**src/hw/rtl/visual_align_p_controller_assert.svh**
```systemverilog
// assertion macros shared by the alignment controller rtl
// no dependencies; empty bodies when SYNTHESIS is defined
`ifndef VISUAL_ALIGN_P_CONTROLLER_ASSERT_SVH
`define VISUAL_ALIGN_P_CONTROLLER_ASSERT_SVH

`ifndef SYNTHESIS
`define VAP_ASSERT(lbl, clk, rstn, prop) \
  lbl: assert property (@(posedge clk) disable iff (!rstn) (prop)) \
    else $error("vap assertion failed");
`define VAP_ASSERT_NEXT(lbl, clk, rstn, ante, cons) \
  lbl: assert property (@(posedge clk) disable iff (!rstn) (ante) |=> (cons)) \
    else $error("vap assertion failed");
`else
`define VAP_ASSERT(lbl, clk, rstn, prop)
`define VAP_ASSERT_NEXT(lbl, clk, rstn, ante, cons)
`endif

`endif

```
**src/hw/rtl/vap_pkg.sv**
```systemverilog
// types, codes and constants of the alignment controller
// used by vap_in_if, the axis unit and the top level
package vap_pkg;

  localparam int ErrBits = 12;
  localparam int DzBits  = 11;
  localparam int CmpW    = (ErrBits > DzBits) ? ErrBits : DzBits;
  localparam int ProdW   = ErrBits + 16;
  localparam int AddrW   = 5;

  typedef enum logic [1:0] {
    OpMeas  = 2'd0,
    OpTick  = 2'd1,
    OpStart = 2'd2,
    OpStop  = 2'd3
  } op_e;

  typedef enum logic [2:0] {
    RegGain    = 3'd0,
    RegDeadZn  = 3'd1,
    RegMaxSpd  = 3'd2,
    RegWarmup  = 3'd3,
    RegTimeout = 3'd4
  } reg_e;

  localparam logic [1:0]  LostCode   = 2'd2;
  localparam logic [15:0] GainRst    = 16'd256;
  localparam logic [10:0] DeadZnRst  = 11'd10;
  localparam logic [6:0]  MaxSpdRst  = 7'd30;
  localparam logic [7:0]  WarmupRst  = 8'd10;
  localparam int          TimeoutMs  = 15000;
  localparam int          TickMs     = 50;
  localparam logic [15:0] TimeoutRst = 16'(TimeoutMs / TickMs);
  localparam logic [7:0]  CountMax   = 8'hff;
  localparam logic [15:0] TickMax    = 16'hffff;

  typedef struct packed {
    logic [15:0]       gain_q8;
    logic [DzBits-1:0] dead_zone;
    logic [6:0]        max_speed;
    logic [7:0]        warmup_updates;
    logic [15:0]       timeout_ticks;
  } cfg_t;

endpackage

```
**src/hw/rtl/vap_if.sv**
```systemverilog
// request channels of the alignment controller: measurement/command in, velocity out
// depends on vap_pkg
interface vap_in_if;
  import vap_pkg::*;

  logic                      valid;
  logic                      ready;
  logic [1:0]                opcode;
  logic signed [ErrBits-1:0] err_x;
  logic signed [ErrBits-1:0] err_y;
  logic [1:0]                dir_x;
  logic [1:0]                dir_y;

  modport source (output valid, opcode, err_x, err_y, dir_x, dir_y, input ready);
  modport sink (input valid, opcode, err_x, err_y, dir_x, dir_y, output ready);
endinterface

interface vap_out_if;
  logic              valid;
  logic              ready;
  logic signed [7:0] vel_fwd;
  logic signed [7:0] vel_side;
  logic              done_res;
  logic              timed_out;

  modport source (output valid, vel_fwd, vel_side, done_res, timed_out, input ready);
  modport sink (input valid, vel_fwd, vel_side, done_res, timed_out, output ready);
endinterface

```
**src/hw/rtl/vap_axis_vel.sv**
```systemverilog
// velocity of one axis: negated error times q8.8 gain, clamped and dead-zoned
// depends on vap_pkg
module vap_axis_vel (
  input  logic signed [vap_pkg::ErrBits-1:0] err_i,
  input  vap_pkg::cfg_t                      cfg_i,
  output logic signed [7:0]                  vel_o,
  output logic                               aligned_o
);
  import vap_pkg::*;

  logic [ErrBits-1:0] mag;
  logic [ProdW-1:0]   prod;
  logic [ProdW-9:0]   scaled;
  logic [6:0]         clamped;
  logic               positive;

  assign mag       = err_i[ErrBits-1] ? (~unsigned'(err_i) + 1'b1) : unsigned'(err_i);
  assign aligned_o = CmpW'(mag) < CmpW'(cfg_i.dead_zone);
  assign prod      = ProdW'(mag) * ProdW'(cfg_i.gain_q8);
  assign scaled    = prod[ProdW-1:8];
  assign clamped   = (scaled > (ProdW-8)'(cfg_i.max_speed)) ? cfg_i.max_speed : scaled[6:0];
  assign positive  = !err_i[ErrBits-1] && (err_i != '0);

  always_comb begin
    if (aligned_o) begin
      vel_o = '0;
    end else if (positive) begin
      vel_o = -signed'({1'b0, clamped});
    end else begin
      vel_o = signed'({1'b0, clamped});
    end
  end

endmodule

```
**src/hw/rtl/visual_align_p_controller.sv**
```systemverilog
// top level of the two-axis proportional alignment controller
// depends on vap_pkg, vap_if, vap_axis_vel and visual_align_p_controller_assert.svh
//
// Takes one request per clock cycle: measurement, control tick, start or stop.
// A request is registered, then the controller state and the axis velocity
// unit (one 12x16 multiply per axis) settle it combinationally and, for a
// stop or tick, load the result register; a new request is taken every cycle
// while the result register is free or being drained. Settings are to be written
// over the apb port only while no request is pending; the block does not check.
`include "visual_align_p_controller_assert.svh"

module visual_align_p_controller (
  input  logic                     clk_i,
  input  logic                     rst_ni,
  vap_in_if.sink                   in_i,
  vap_out_if.source                out_o,
  input  logic                     psel,
  input  logic                     penable,
  input  logic                     pwrite,
  input  logic [vap_pkg::AddrW-1:0] paddr,
  input  logic [31:0]              pwdata,
  output logic [31:0]              prdata,
  output logic                     pready
);
  import vap_pkg::*;

  cfg_t cfg_q, cfg_d;
  reg_e reg_idx;
  logic cfg_wr;

  logic                      s1_valid_q, s1_valid_d;
  op_e                       s1_op_q;
  logic signed [ErrBits-1:0] s1_err_x_q, s1_err_y_q;
  logic [1:0]                s1_dir_x_q, s1_dir_y_q;
  logic                      s1_adv;

  logic                      active_q, active_d;
  logic [7:0]                upd_cnt_q, upd_cnt_d;
  logic                      lost_q, lost_d;
  logic signed [ErrBits-1:0] held_x_q, held_x_d;
  logic signed [ErrBits-1:0] held_y_q, held_y_d;
  logic [15:0]               tick_cnt_q, tick_cnt_d;
  logic [15:0]               tick_next;

  logic              res_valid;
  logic signed [7:0] res_fwd, res_side;
  logic              res_done, res_to;

  logic              out_valid_q, out_valid_d;
  logic signed [7:0] out_fwd_q, out_side_q;
  logic              out_done_q, out_to_q;

  logic signed [7:0] vel_x, vel_y;
  logic              aligned_x, aligned_y;

  // apb register file
  assign pready  = 1'b1;
  assign reg_idx = reg_e'(paddr[AddrW-1:2]);
  assign cfg_wr  = psel && penable && pwrite;

  always_comb begin
    cfg_d = cfg_q;
    if (cfg_wr) begin
      case (reg_idx)
        RegGain:    cfg_d.gain_q8        = pwdata[15:0];
        RegDeadZn:  cfg_d.dead_zone      = pwdata[DzBits-1:0];
        RegMaxSpd:  cfg_d.max_speed      = pwdata[6:0];
        RegWarmup:  cfg_d.warmup_updates = pwdata[7:0];
        RegTimeout: cfg_d.timeout_ticks  = pwdata[15:0];
        default: ;
      endcase
    end
  end

  always_comb begin
    case (reg_idx)
      RegGain:    prdata = 32'(cfg_q.gain_q8);
      RegDeadZn:  prdata = 32'(cfg_q.dead_zone);
      RegMaxSpd:  prdata = 32'(cfg_q.max_speed);
      RegWarmup:  prdata = 32'(cfg_q.warmup_updates);
      RegTimeout: prdata = 32'(cfg_q.timeout_ticks);
      default:    prdata = '0;
    endcase
  end

  always_ff @(posedge clk_i or negedge rst_ni) begin
    if (!rst_ni) begin
      cfg_q.gain_q8        <= GainRst;
      cfg_q.dead_zone      <= DeadZnRst;
      cfg_q.max_speed      <= MaxSpdRst;
      cfg_q.warmup_updates <= WarmupRst;
      cfg_q.timeout_ticks  <= TimeoutRst;
    end else begin
      cfg_q <= cfg_d;
    end
  end

  // input register
  assign s1_adv     = s1_valid_q && (!out_valid_q || out_o.ready);
  assign in_i.ready = !s1_valid_q || s1_adv;
  assign s1_valid_d = in_i.valid ? 1'b1 : (s1_adv ? 1'b0 : s1_valid_q);

  always_ff @(posedge clk_i or negedge rst_ni) begin
    if (!rst_ni) begin
      s1_valid_q <= 1'b0;
    end else begin
      s1_valid_q <= in_i.ready ? s1_valid_d : s1_valid_q;
    end
  end

  always_ff @(posedge clk_i) begin
    if (in_i.valid && in_i.ready) begin
      s1_op_q    <= op_e'(in_i.opcode);
      s1_err_x_q <= in_i.err_x;
      s1_err_y_q <= in_i.err_y;
      s1_dir_x_q <= in_i.dir_x;
      s1_dir_y_q <= in_i.dir_y;
    end
  end

  // axis velocity units
  vap_axis_vel u_axis_x (
    .err_i     (held_x_q),
    .cfg_i     (cfg_q),
    .vel_o     (vel_x),
    .aligned_o (aligned_x)
  );

  vap_axis_vel u_axis_y (
    .err_i     (held_y_q),
    .cfg_i     (cfg_q),
    .vel_o     (vel_y),
    .aligned_o (aligned_y)
  );

  assign tick_next = (tick_cnt_q != TickMax) ? tick_cnt_q + 16'd1 : tick_cnt_q;

  // controller update
  always_comb begin
    active_d   = active_q;
    upd_cnt_d  = upd_cnt_q;
    lost_d     = lost_q;
    held_x_d   = held_x_q;
    held_y_d   = held_y_q;
    tick_cnt_d = tick_cnt_q;
    res_valid  = 1'b0;
    res_fwd    = '0;
    res_side   = '0;
    res_done   = 1'b0;
    res_to     = 1'b0;
    if (s1_adv) begin
      case (s1_op_q)
        OpMeas: begin
          if (upd_cnt_q != CountMax) begin
            upd_cnt_d = upd_cnt_q + 8'd1;
          end
          if (s1_dir_x_q == LostCode && s1_dir_y_q == LostCode) begin
            lost_d = 1'b1;
          end else begin
            lost_d   = 1'b0;
            held_x_d = s1_err_x_q;
            held_y_d = s1_err_y_q;
          end
        end
        OpStart: begin
          held_x_d   = '0;
          held_y_d   = '0;
          upd_cnt_d  = '0;
          lost_d     = 1'b0;
          tick_cnt_d = '0;
          active_d   = 1'b1;
        end
        OpStop: begin
          active_d  = 1'b0;
          res_valid = 1'b1;
        end
        OpTick: begin
          if (active_q) begin
            tick_cnt_d = tick_next;
            if (tick_next >= cfg_q.timeout_ticks) begin
              active_d  = 1'b0;
              res_valid = 1'b1;
              res_done  = 1'b1;
              res_to    = 1'b1;
            end else if (upd_cnt_q < cfg_q.warmup_updates) begin
              res_valid = 1'b0;
            end else if (lost_q) begin
              res_valid = 1'b1;
            end else if (aligned_x && aligned_y) begin
              active_d  = 1'b0;
              res_valid = 1'b1;
              res_done  = 1'b1;
            end else begin
              res_valid = 1'b1;
              res_fwd   = vel_y;
              res_side  = vel_x;
            end
          end
        end
        default: ;
      endcase
    end
  end

  always_ff @(posedge clk_i or negedge rst_ni) begin
    if (!rst_ni) begin
      active_q   <= 1'b0;
      upd_cnt_q  <= '0;
      lost_q     <= 1'b0;
      held_x_q   <= '0;
      held_y_q   <= '0;
      tick_cnt_q <= '0;
    end else begin
      active_q   <= active_d;
      upd_cnt_q  <= upd_cnt_d;
      lost_q     <= lost_d;
      held_x_q   <= held_x_d;
      held_y_q   <= held_y_d;
      tick_cnt_q <= tick_cnt_d;
    end
  end

  // result register
  assign out_valid_d = (s1_adv && res_valid) ? 1'b1 : (out_o.ready ? 1'b0 : out_valid_q);

  always_ff @(posedge clk_i or negedge rst_ni) begin
    if (!rst_ni) begin
      out_valid_q <= 1'b0;
    end else begin
      out_valid_q <= out_valid_d;
    end
  end

  always_ff @(posedge clk_i) begin
    if (s1_adv && res_valid) begin
      out_fwd_q  <= res_fwd;
      out_side_q <= res_side;
      out_done_q <= res_done;
      out_to_q   <= res_to;
    end
  end

  assign out_o.valid     = out_valid_q;
  assign out_o.vel_fwd   = out_fwd_q;
  assign out_o.vel_side  = out_side_q;
  assign out_o.done_res  = out_done_q;
  assign out_o.timed_out = out_to_q;

  `VAP_ASSERT_NEXT(a_start_arms, clk_i, rst_ni, s1_adv && s1_op_q == OpStart, active_q && tick_cnt_q == '0 && upd_cnt_q == '0)
  `VAP_ASSERT_NEXT(a_stop_result, clk_i, rst_ni, s1_adv && s1_op_q == OpStop, out_valid_q && !active_q && !out_done_q && out_fwd_q == '0)
  `VAP_ASSERT(a_timeout_ends, clk_i, rst_ni, !(out_valid_q && out_to_q) || (out_done_q && out_fwd_q == '0 && out_side_q == '0))
  `VAP_ASSERT_NEXT(a_idle_tick, clk_i, rst_ni, s1_adv && s1_op_q == OpTick && !active_q, $stable(tick_cnt_q) && !active_q)

endmodule
```
**src/flat_wrapper.sv**
```systemverilog
// flat-port wrapper written by rule: the top's interface ports become plain ports
module visual_align_p_controller_flat import vap_pkg::*;
  (clk_i, rst_ni, psel, penable, pwrite, paddr, pwdata, prdata, pready, in_i_valid, in_i_opcode, in_i_err_x, in_i_err_y, in_i_dir_x, in_i_dir_y, in_i_ready, out_o_valid, out_o_vel_fwd, out_o_vel_side, out_o_done_res, out_o_timed_out, out_o_ready);
  vap_in_if in_i_i ();
  vap_out_if out_o_i ();
  input  logic clk_i;
  input  logic rst_ni;
  input  logic psel;
  input  logic penable;
  input  logic pwrite;
  input  logic [vap_pkg::AddrW-1:0] paddr;
  input  logic [31:0] pwdata;
  output logic [31:0] prdata;
  output logic pready;
  input wire logic [$bits(in_i_i.valid)-1:0] in_i_valid;
  input wire logic [$bits(in_i_i.opcode)-1:0] in_i_opcode;
  input wire logic [$bits(in_i_i.err_x)-1:0] in_i_err_x;
  input wire logic [$bits(in_i_i.err_y)-1:0] in_i_err_y;
  input wire logic [$bits(in_i_i.dir_x)-1:0] in_i_dir_x;
  input wire logic [$bits(in_i_i.dir_y)-1:0] in_i_dir_y;
  output wire logic [$bits(in_i_i.ready)-1:0] in_i_ready;
  output wire logic [$bits(out_o_i.valid)-1:0] out_o_valid;
  output wire logic [$bits(out_o_i.vel_fwd)-1:0] out_o_vel_fwd;
  output wire logic [$bits(out_o_i.vel_side)-1:0] out_o_vel_side;
  output wire logic [$bits(out_o_i.done_res)-1:0] out_o_done_res;
  output wire logic [$bits(out_o_i.timed_out)-1:0] out_o_timed_out;
  input wire logic [$bits(out_o_i.ready)-1:0] out_o_ready;
  assign in_i_i.valid = in_i_valid;
  assign in_i_i.opcode = in_i_opcode;
  assign in_i_i.err_x = in_i_err_x;
  assign in_i_i.err_y = in_i_err_y;
  assign in_i_i.dir_x = in_i_dir_x;
  assign in_i_i.dir_y = in_i_dir_y;
  assign in_i_ready = in_i_i.ready;
  assign out_o_valid = out_o_i.valid;
  assign out_o_vel_fwd = out_o_i.vel_fwd;
  assign out_o_vel_side = out_o_i.vel_side;
  assign out_o_done_res = out_o_i.done_res;
  assign out_o_timed_out = out_o_i.timed_out;
  assign out_o_i.ready = out_o_ready;
  visual_align_p_controller u_core (.clk_i(clk_i), .rst_ni(rst_ni), .in_i(in_i_i), .out_o(out_o_i), .psel(psel), .penable(penable), .pwrite(pwrite), .paddr(paddr), .pwdata(pwdata), .prdata(prdata), .pready(pready));
endmodule
```
**config.mk**
```make
export PLATFORM = sky130hd
export DESIGN_NAME = visual_align_p_controller_flat
export DESIGN_NICKNAME = d
export VERILOG_FILES = /design/src/hw/rtl/vap_pkg.sv /design/src/hw/rtl/vap_if.sv /design/src/hw/rtl/vap_axis_vel.sv /design/src/hw/rtl/visual_align_p_controller.sv /design/src/flat_wrapper.sv
export VERILOG_INCLUDE_DIRS = /design/src /design/src/hw/rtl
export SDC_FILE = /design/constraint.sdc
export NUM_CORES = 1
export LEC_CHECK = 0
export ABC_AREA = 0
export BUFFER_PORTS_ARGS = -buffer_cell sky130_fd_sc_hd__buf_2
export CAP_MARGIN = 10
export CORE_MARGIN = 1.5
export CORE_UTILIZATION = 64
export CTS_BUF_LIST = sky130_fd_sc_hd__clkbuf_16
export CTS_CLUSTER_DIAMETER = 150
export DETAILED_ROUTE_END_ITERATION = 8
export PLACE_DENSITY = 0.81
export SETUP_SLACK_MARGIN = 0.05
export SLEW_MARGIN = 25
export SYNTH_ARGS = -nofsm -noshare
export SYNTH_HDL_FRONTEND = slang
export SYNTH_SLANG_ARGS = --single-unit
```
**constraint.sdc**
```tcl
create_clock -name clk_i -period 20.2 [get_ports clk_i]
set_input_delay 4.04 -clock clk_i [delete_from_list [all_inputs] [get_ports clk_i]]
set_output_delay 4.04 -clock clk_i [all_outputs]
set_load 0.1 [all_outputs]
```
==> results of run 1 <==
-- logic make-up after synthesis --
kind of cell,Yosys count
DFF,158
adders and majority gates,463
other,2
buffers and inverters,564
muxes,81
and+or+nand+nor,804
xor gates and xnor gates,86
AOI/OAI and AO/OA,334
-- sequential cells by signal (all words and copies together) (netlist names), 2 cells and up --
name,cells
u_core.cfg_q,58
u_core.tick_cnt_q,16
u_core.held_x_q,12
u_core.held_y_q,12
u_core.s1_err_x_q,12
u_core.s1_err_y_q,12
u_core.out_o.vel_fwd,8
u_core.out_o.vel_side,8
u_core.upd_cnt_q,8
u_core.s1_dir_x_q,2
u_core.s1_dir_y_q,2
u_core.s1_op_q,2
-- layout make-up --
| type | count | area [um^2] | share of cell area |
|---|---|---|---|
| Clock buffer | 17 | 425.4 | 0.01820 |
| Antenna cell | 1 | 2.502 | 0.0001070 |
| Multi-Input combinational cell | 1785 | 15650 | 0.6694 |
| Inverter | 431 | 1618 | 0.06920 |
| Tap cell | 448 | 560.5 | 0.02398 |
| Timing Repair Buffer | 123 | 698.2 | 0.02987 |
| Clock inverter | 15 | 209.0 | 0.008938 |
| Sequential cell | 158 | 4214 | 0.1803 |
-- critical path: stages --
cell,delay (ns)
buf_2,0.41
nor2b_1,0.57
a21oi_1,0.17
o22ai_1,0.24
buf_2,0.47
-- synth_stat cells (all sizes together) (27+ instances only) --
cell,number,area (um^2)
inv,431,1618
nand2,375,1408
fa,278,5565
ha,185,2315
and2,154,963.4
clkbuf,105,395.4
dfrtp,97,2427
o21ai,93,465.5
a21oi,91,455.4
nor2,90,347.8
xnor2,65,569.3
mux2,50,566.8
edfxtp,48,1441
nand3,35,175.2
mux2i,31,310.3
a21o,30,225.2
buf,28,177.7
nor3,27,146.4
-- worst paths after layout --
path / start / to / slack (ns)
worst max-delay path: paddr[3] / prdata[6] / 10.25
worst min-delay path: u_core.s1_err_y_q[4] / u_core.held_y_q[4] / 0.51
worst max register to register: u_core.held_x_q[0] / u_core.out_o.vel_side[7] / 10.56
worst min register to register: u_core.s1_err_y_q[4] / u_core.held_y_q[4] / 0.51
max in group asynchronous: rst_ni / u_core.cfg_q[52] / 15.27
min in group asynchronous: rst_ni / u_core.cfg_q[24] / 3.58
-- metrics by stage --
stage / hold WS, ns / std cells / setup WS [ns]
2_1_floorplan: 0.4715 / 2507 / 9.022
3_3_place_gp: 0.4972 / 2945 / 10.42
3_5_place_dp: 0.5058 / 2945 / 10.36
4_1_cts: 0.5183 / 2977 / 10.35
5_1_grt: 0.5537 / 2977 / 10.05
6_report: 0.5144 / 2978 / 10.25
-- per-layer routing --
metal | global-route usage | up-vias | wire [um]
li1 | - | 8006 | -
met1 | 0.4165 | 8659 | 21680
met2 | 0.5392 | 859 | 26280
met3 | 0.06644 | 186 | 4774
met4 | 0.1563 | 2 | 2782
met5 | 0 | - | 7
==> flow_summary.toml, run 1 <==
[drt]
drt_first_pass_iters = 5
wl_per_cell_um = 18.65
drtIter0Drc = 1464
vias = 17712
drt-total-wl_um = 55530
vias_per_cell = 5.948
final_antenna_net_count = 0
drc = 0

[timing]
slew_headroom = 0.3661
hold_viol = 0
finalSetupViolCount = 0
fin_crit_ns = 9.945
clock_skew_ns = 0.01577
tightest_slew_ns = 0.9462
fmax_mhz = 100.6
finalSetupTns_ns = 0
post-route-period-util = 0.4923
finalMaxSlewViolations = 0
rsz0062_at_grt = "no"

[grt]
overflow = 0
grt_pass1_wl_um = 92520
track_usage = 0.3280
grt_max_degree = 68
antenna_found_initial = 2
grt_pass1_vias = 18611

[placed_design]
gp_congestion = 0.9263
dpl_cell_area_mm2 = 0.02271
portBuffers = 91
hpwl_um = 41960

[worst_setup_path]
reg2reg_depth = 28
crit_type = "in2out"
end_kind = "output pin"
crit_fanout = 23
cp-start-kind = "primary input"
arrival_ns = 5.91
worst_ep_required_time_ns = 16.16

[clock_tree]
clock-root-buffer = "clkbuf_16"
hold_buffers = 0
cts_buffer_depth = 2
clock-sinks = 158
post-cts-setup-buffer-count = 0
cts_resized = 0
cts_tree = "done"
cts_buffers = 17
clk_pin_slew_ns = 0.07
htreeDepth = 4
clk_latency_ns = 0.44

[final_layout]
stdcell_area_mm2 = 0.02338
fin_util = 0.6954
mostFrequentLayoutCells = "430 x inv_1, 374 x nand2_1, 278 x fa_1"
layout-drive-gt1-share = 0.09925
fill_cells = 2532
syn2layout_area_growth_pct = 6.656
final_nets = 3053
final_common_cell = "inv_1"

[run_status]
status = "completed"

[floorplanning]
std_cell_rows = 67
die_area_mm2 = 0.03537
initial_utilization = 0.6520
top_level_ports = 127
core_area_mm2 = 0.03362
die_h_um = 188.1
die_w_um = 188.1

[min_path]
whs_path_depth = 2
hold_class = "reg2reg"

[synthesis]
seq_area_frac_synth = 0.1921
synth_area_mm2 = 0.02192
postSynthCellCount = 2492
synth_adder_area_share = 0.3595
synth-simple-area-share = 0.1776
synth-edff-count = 48
synth_async_sr_flop_share = 0.6962
synth-xor-area-share = 0.03436
synth-compound-area-share = 0.09613
avgSynthCellArea_um2 = 8.796
synth_top_family_by_area = "adder cells"
ys_ff_latch = 158
synthMuxAreaShare = 0.04002
synthDistinctLibCells = 82
ys_dominant_reg_cell = "dfrtp_1"
yosysWarningCount = 0

[run]
cap_violations = 0
Power of run 1 is left out: the tool's default activity adds up to more than one toggle a clock period on the data nets, which glitch-free logic cannot reach.
==> inputs of run 2 (changes only) <==
--- a/config.mk
+++ b/config.mk
@@ -10,11 +10,11 @@
 export BUFFER_PORTS_ARGS = -buffer_cell sky130_fd_sc_hd__buf_2
 export CAP_MARGIN = 10
 export CORE_MARGIN = 1.5
-export CORE_UTILIZATION = 64
+export CORE_UTILIZATION = 58
 export CTS_BUF_LIST = sky130_fd_sc_hd__clkbuf_16
 export CTS_CLUSTER_DIAMETER = 150
 export DETAILED_ROUTE_END_ITERATION = 8
-export PLACE_DENSITY = 0.81
+export PLACE_DENSITY = 0.77
 export SETUP_SLACK_MARGIN = 0.05
 export SLEW_MARGIN = 25
 export SYNTH_ARGS = -nofsm -noshare
==> constraint.sdc (replaced) <==
create_clock -name clk_i -period 8.3 [get_ports clk_i]
set_input_delay 1.66 -clock clk_i [delete_from_list [all_inputs] [get_ports clk_i]]
set_output_delay 1.66 -clock clk_i [all_outputs]
set_load 0.1 [all_outputs]
==> run 2 against run 1 <==
First-iteration DRC count fell by 19%. Via count is 2.5% higher. Final area up 6.4%. Flip-flop and latch count is the same. Utilization decreased by 3.0 points. Non-clock buffer count is 111 higher. Largest cell class unchanged.
==> flow_summary.toml, run 2 (synthesized netlist as in run 1, its figures left out) <==
[run_status]
status = "completed"

[timing]
finalSetupViolCount = 0
hold_viol = 0
post-route-period-util = 0.9735
clock_skew_ns = 0.009653
fmax_mhz = 123.8
tightest_slew_ns = 1.094
hold_ws_ns = 0.5184
finalMaxSlewViolations = 0
slew_headroom = 0.2709
fin_crit_ns = 8.080

[grt]
grt_pass1_vias = 18322
grt_pass1_wl_um = 91980
track_usage = 0.2998
antenna_found_initial = 1
overflow = 0
grt_max_degree = 83

[worst_setup_path]
cp_slowest_cell = "or4b_4"
r2r_start = "u_core.held_x_q[0]"
crit_type = "reg2reg"
reg2reg_depth = 33
startpoint = "u_core.held_x_q[0]"
worst_ep_required_time_ns = 8.47
r2r_end = "u_core.out_o.vel_side[3]"
crit_fanout = 6
end_kind = "register"
r2r_slack_ns = 0.22
arrival_ns = 8.25
cp-start-kind = "register"
crit_top_cell = "inv_1"
crit_path_max_incr_delay_ns = 0.58

[clock_tree]
hold_buffers = 0
cts_tree = "done"
clock-root-buffer = "clkbuf_16"
clk_pin_slew_ns = 0.06
clk_latency_ns = 0.43
cts_buffers = 17
cts_buffer_depth = 2
htreeDepth = 4
clock-sinks = 158

[placed_design]
gp_congestion = 0.9280
hpwl_um = 44930
portBuffers = 91

[run]
cap_violations = 0

[final_layout]
final_common_cell = "inv_1"
syn2layout_area_growth_pct = 13.47
top_regs = "u_core.cfg_q x58, u_core.tick_cnt_q x16"
mostFrequentLayoutCells = "429 x inv_1, 371 x nand2_1, 275 x fa_1"
n_antenna_cell = 0
layout-drive-gt1-share = 0.1636
largest_reg_flops = 58
regMostFlops = "u_core.cfg_q"
final_nets = 3164

[drt]
final_antenna_net_count = 0
wl_per_cell_um = 18.48
drc = 0
drt-total-wl_um = 58220
drtIter0Drc = 1179
vias_per_cell = 5.762
drt_first_pass_iters = 6
vias = 18155

[floorplanning]
initial_utilization = 0.5861
core_area_mm2 = 0.03740
std_cell_rows = 71
die_w_um = 197.4
die_area_mm2 = 0.03896
die_h_um = 197.4
top_level_ports = 127

[min_path]
hold_end = "u_core.held_x_q[2]"
hold_class = "reg2reg"
hold_start = "u_core.s1_err_x_q[2]"
whs_path_depth = 2
## run 2: routing by layer
layer / track usage / wire [um] / up-vias
li1: - / - / 8222
met1: 0.3824 / 23290 / 8958
met2: 0.4990 / 27930 / 810
met3: 0.04815 / 4234 / 163
met4: 0.1450 / 2750 / 2
met5: 0 / 11 / -
## run 2: what timing repair did
action	in CTS	in global routing
buffers inserted	0	24
gates resized for setup	15	98
pin swaps	5	43
cloned	0	2
endpoints found under the setup margin	16	16
## run 2: how the worst max path moves through the flow
| stage | endpoint | slack, ns |
|---|---|---|
| after floorplan | u_core.out_o.vel_side[7] | 0.27 |
| after global placement | u_core.out_o.vel_side[7] | -0.003 |
| after detailed placement | u_core.out_o.vel_fwd[7] | -0.20 |
| after CTS | u_core.out_o.vel_fwd[7] | 0.06 |
| after global routing | u_core.out_o.vel_fwd[3] | -0.07 |
| final | u_core.out_o.vel_side[3] | 0.22 |
## run 2: cell type report
class	instances	area (um^2)
Clock buffer	17	425.4
Sequential cell	158	4213
Clock inverter	15	171.4
Tap cell	511	639.4
Timing Repair Buffer	234	1615
Fill cell	2903	12530
Multi-Input combinational cell	1785	16190
Inverter	431	1618
## run 2: worst max-delay path, delay by kind of cell (launching register included)
kind / cells / cell delay, ns
AO/OA/AOI/OAI: 5 / 0.92
XOR/XNOR: 2 / 0.42
adder cells (fa/ha/maj): 7 / 2.55
buffers and inverters: 8 / 0.83
flip-flops: 1 / 0.40
AND/OR/NAND/NOR: 11 / 2.68
## run 2: stage by stage
stage          cells  utilization  setup TNS, ns  cell area (um^2)  setup WS (ns)
3_3_place_gp    3093       0.6271      -0.002716             23460      -0.002716
4_1_cts         3125       0.6455              0             24140        0.05980
6_report        3151       0.6650              0             24870         0.2197
2_1_floorplan   2507            -              0             21970         0.2670
5_1_grt         3151       0.6650        -0.6292             24870       -0.07038
3_5_place_dp    3093       0.6272         -2.058             23460        -0.2028
Power of run 2 is left out for the same reason.
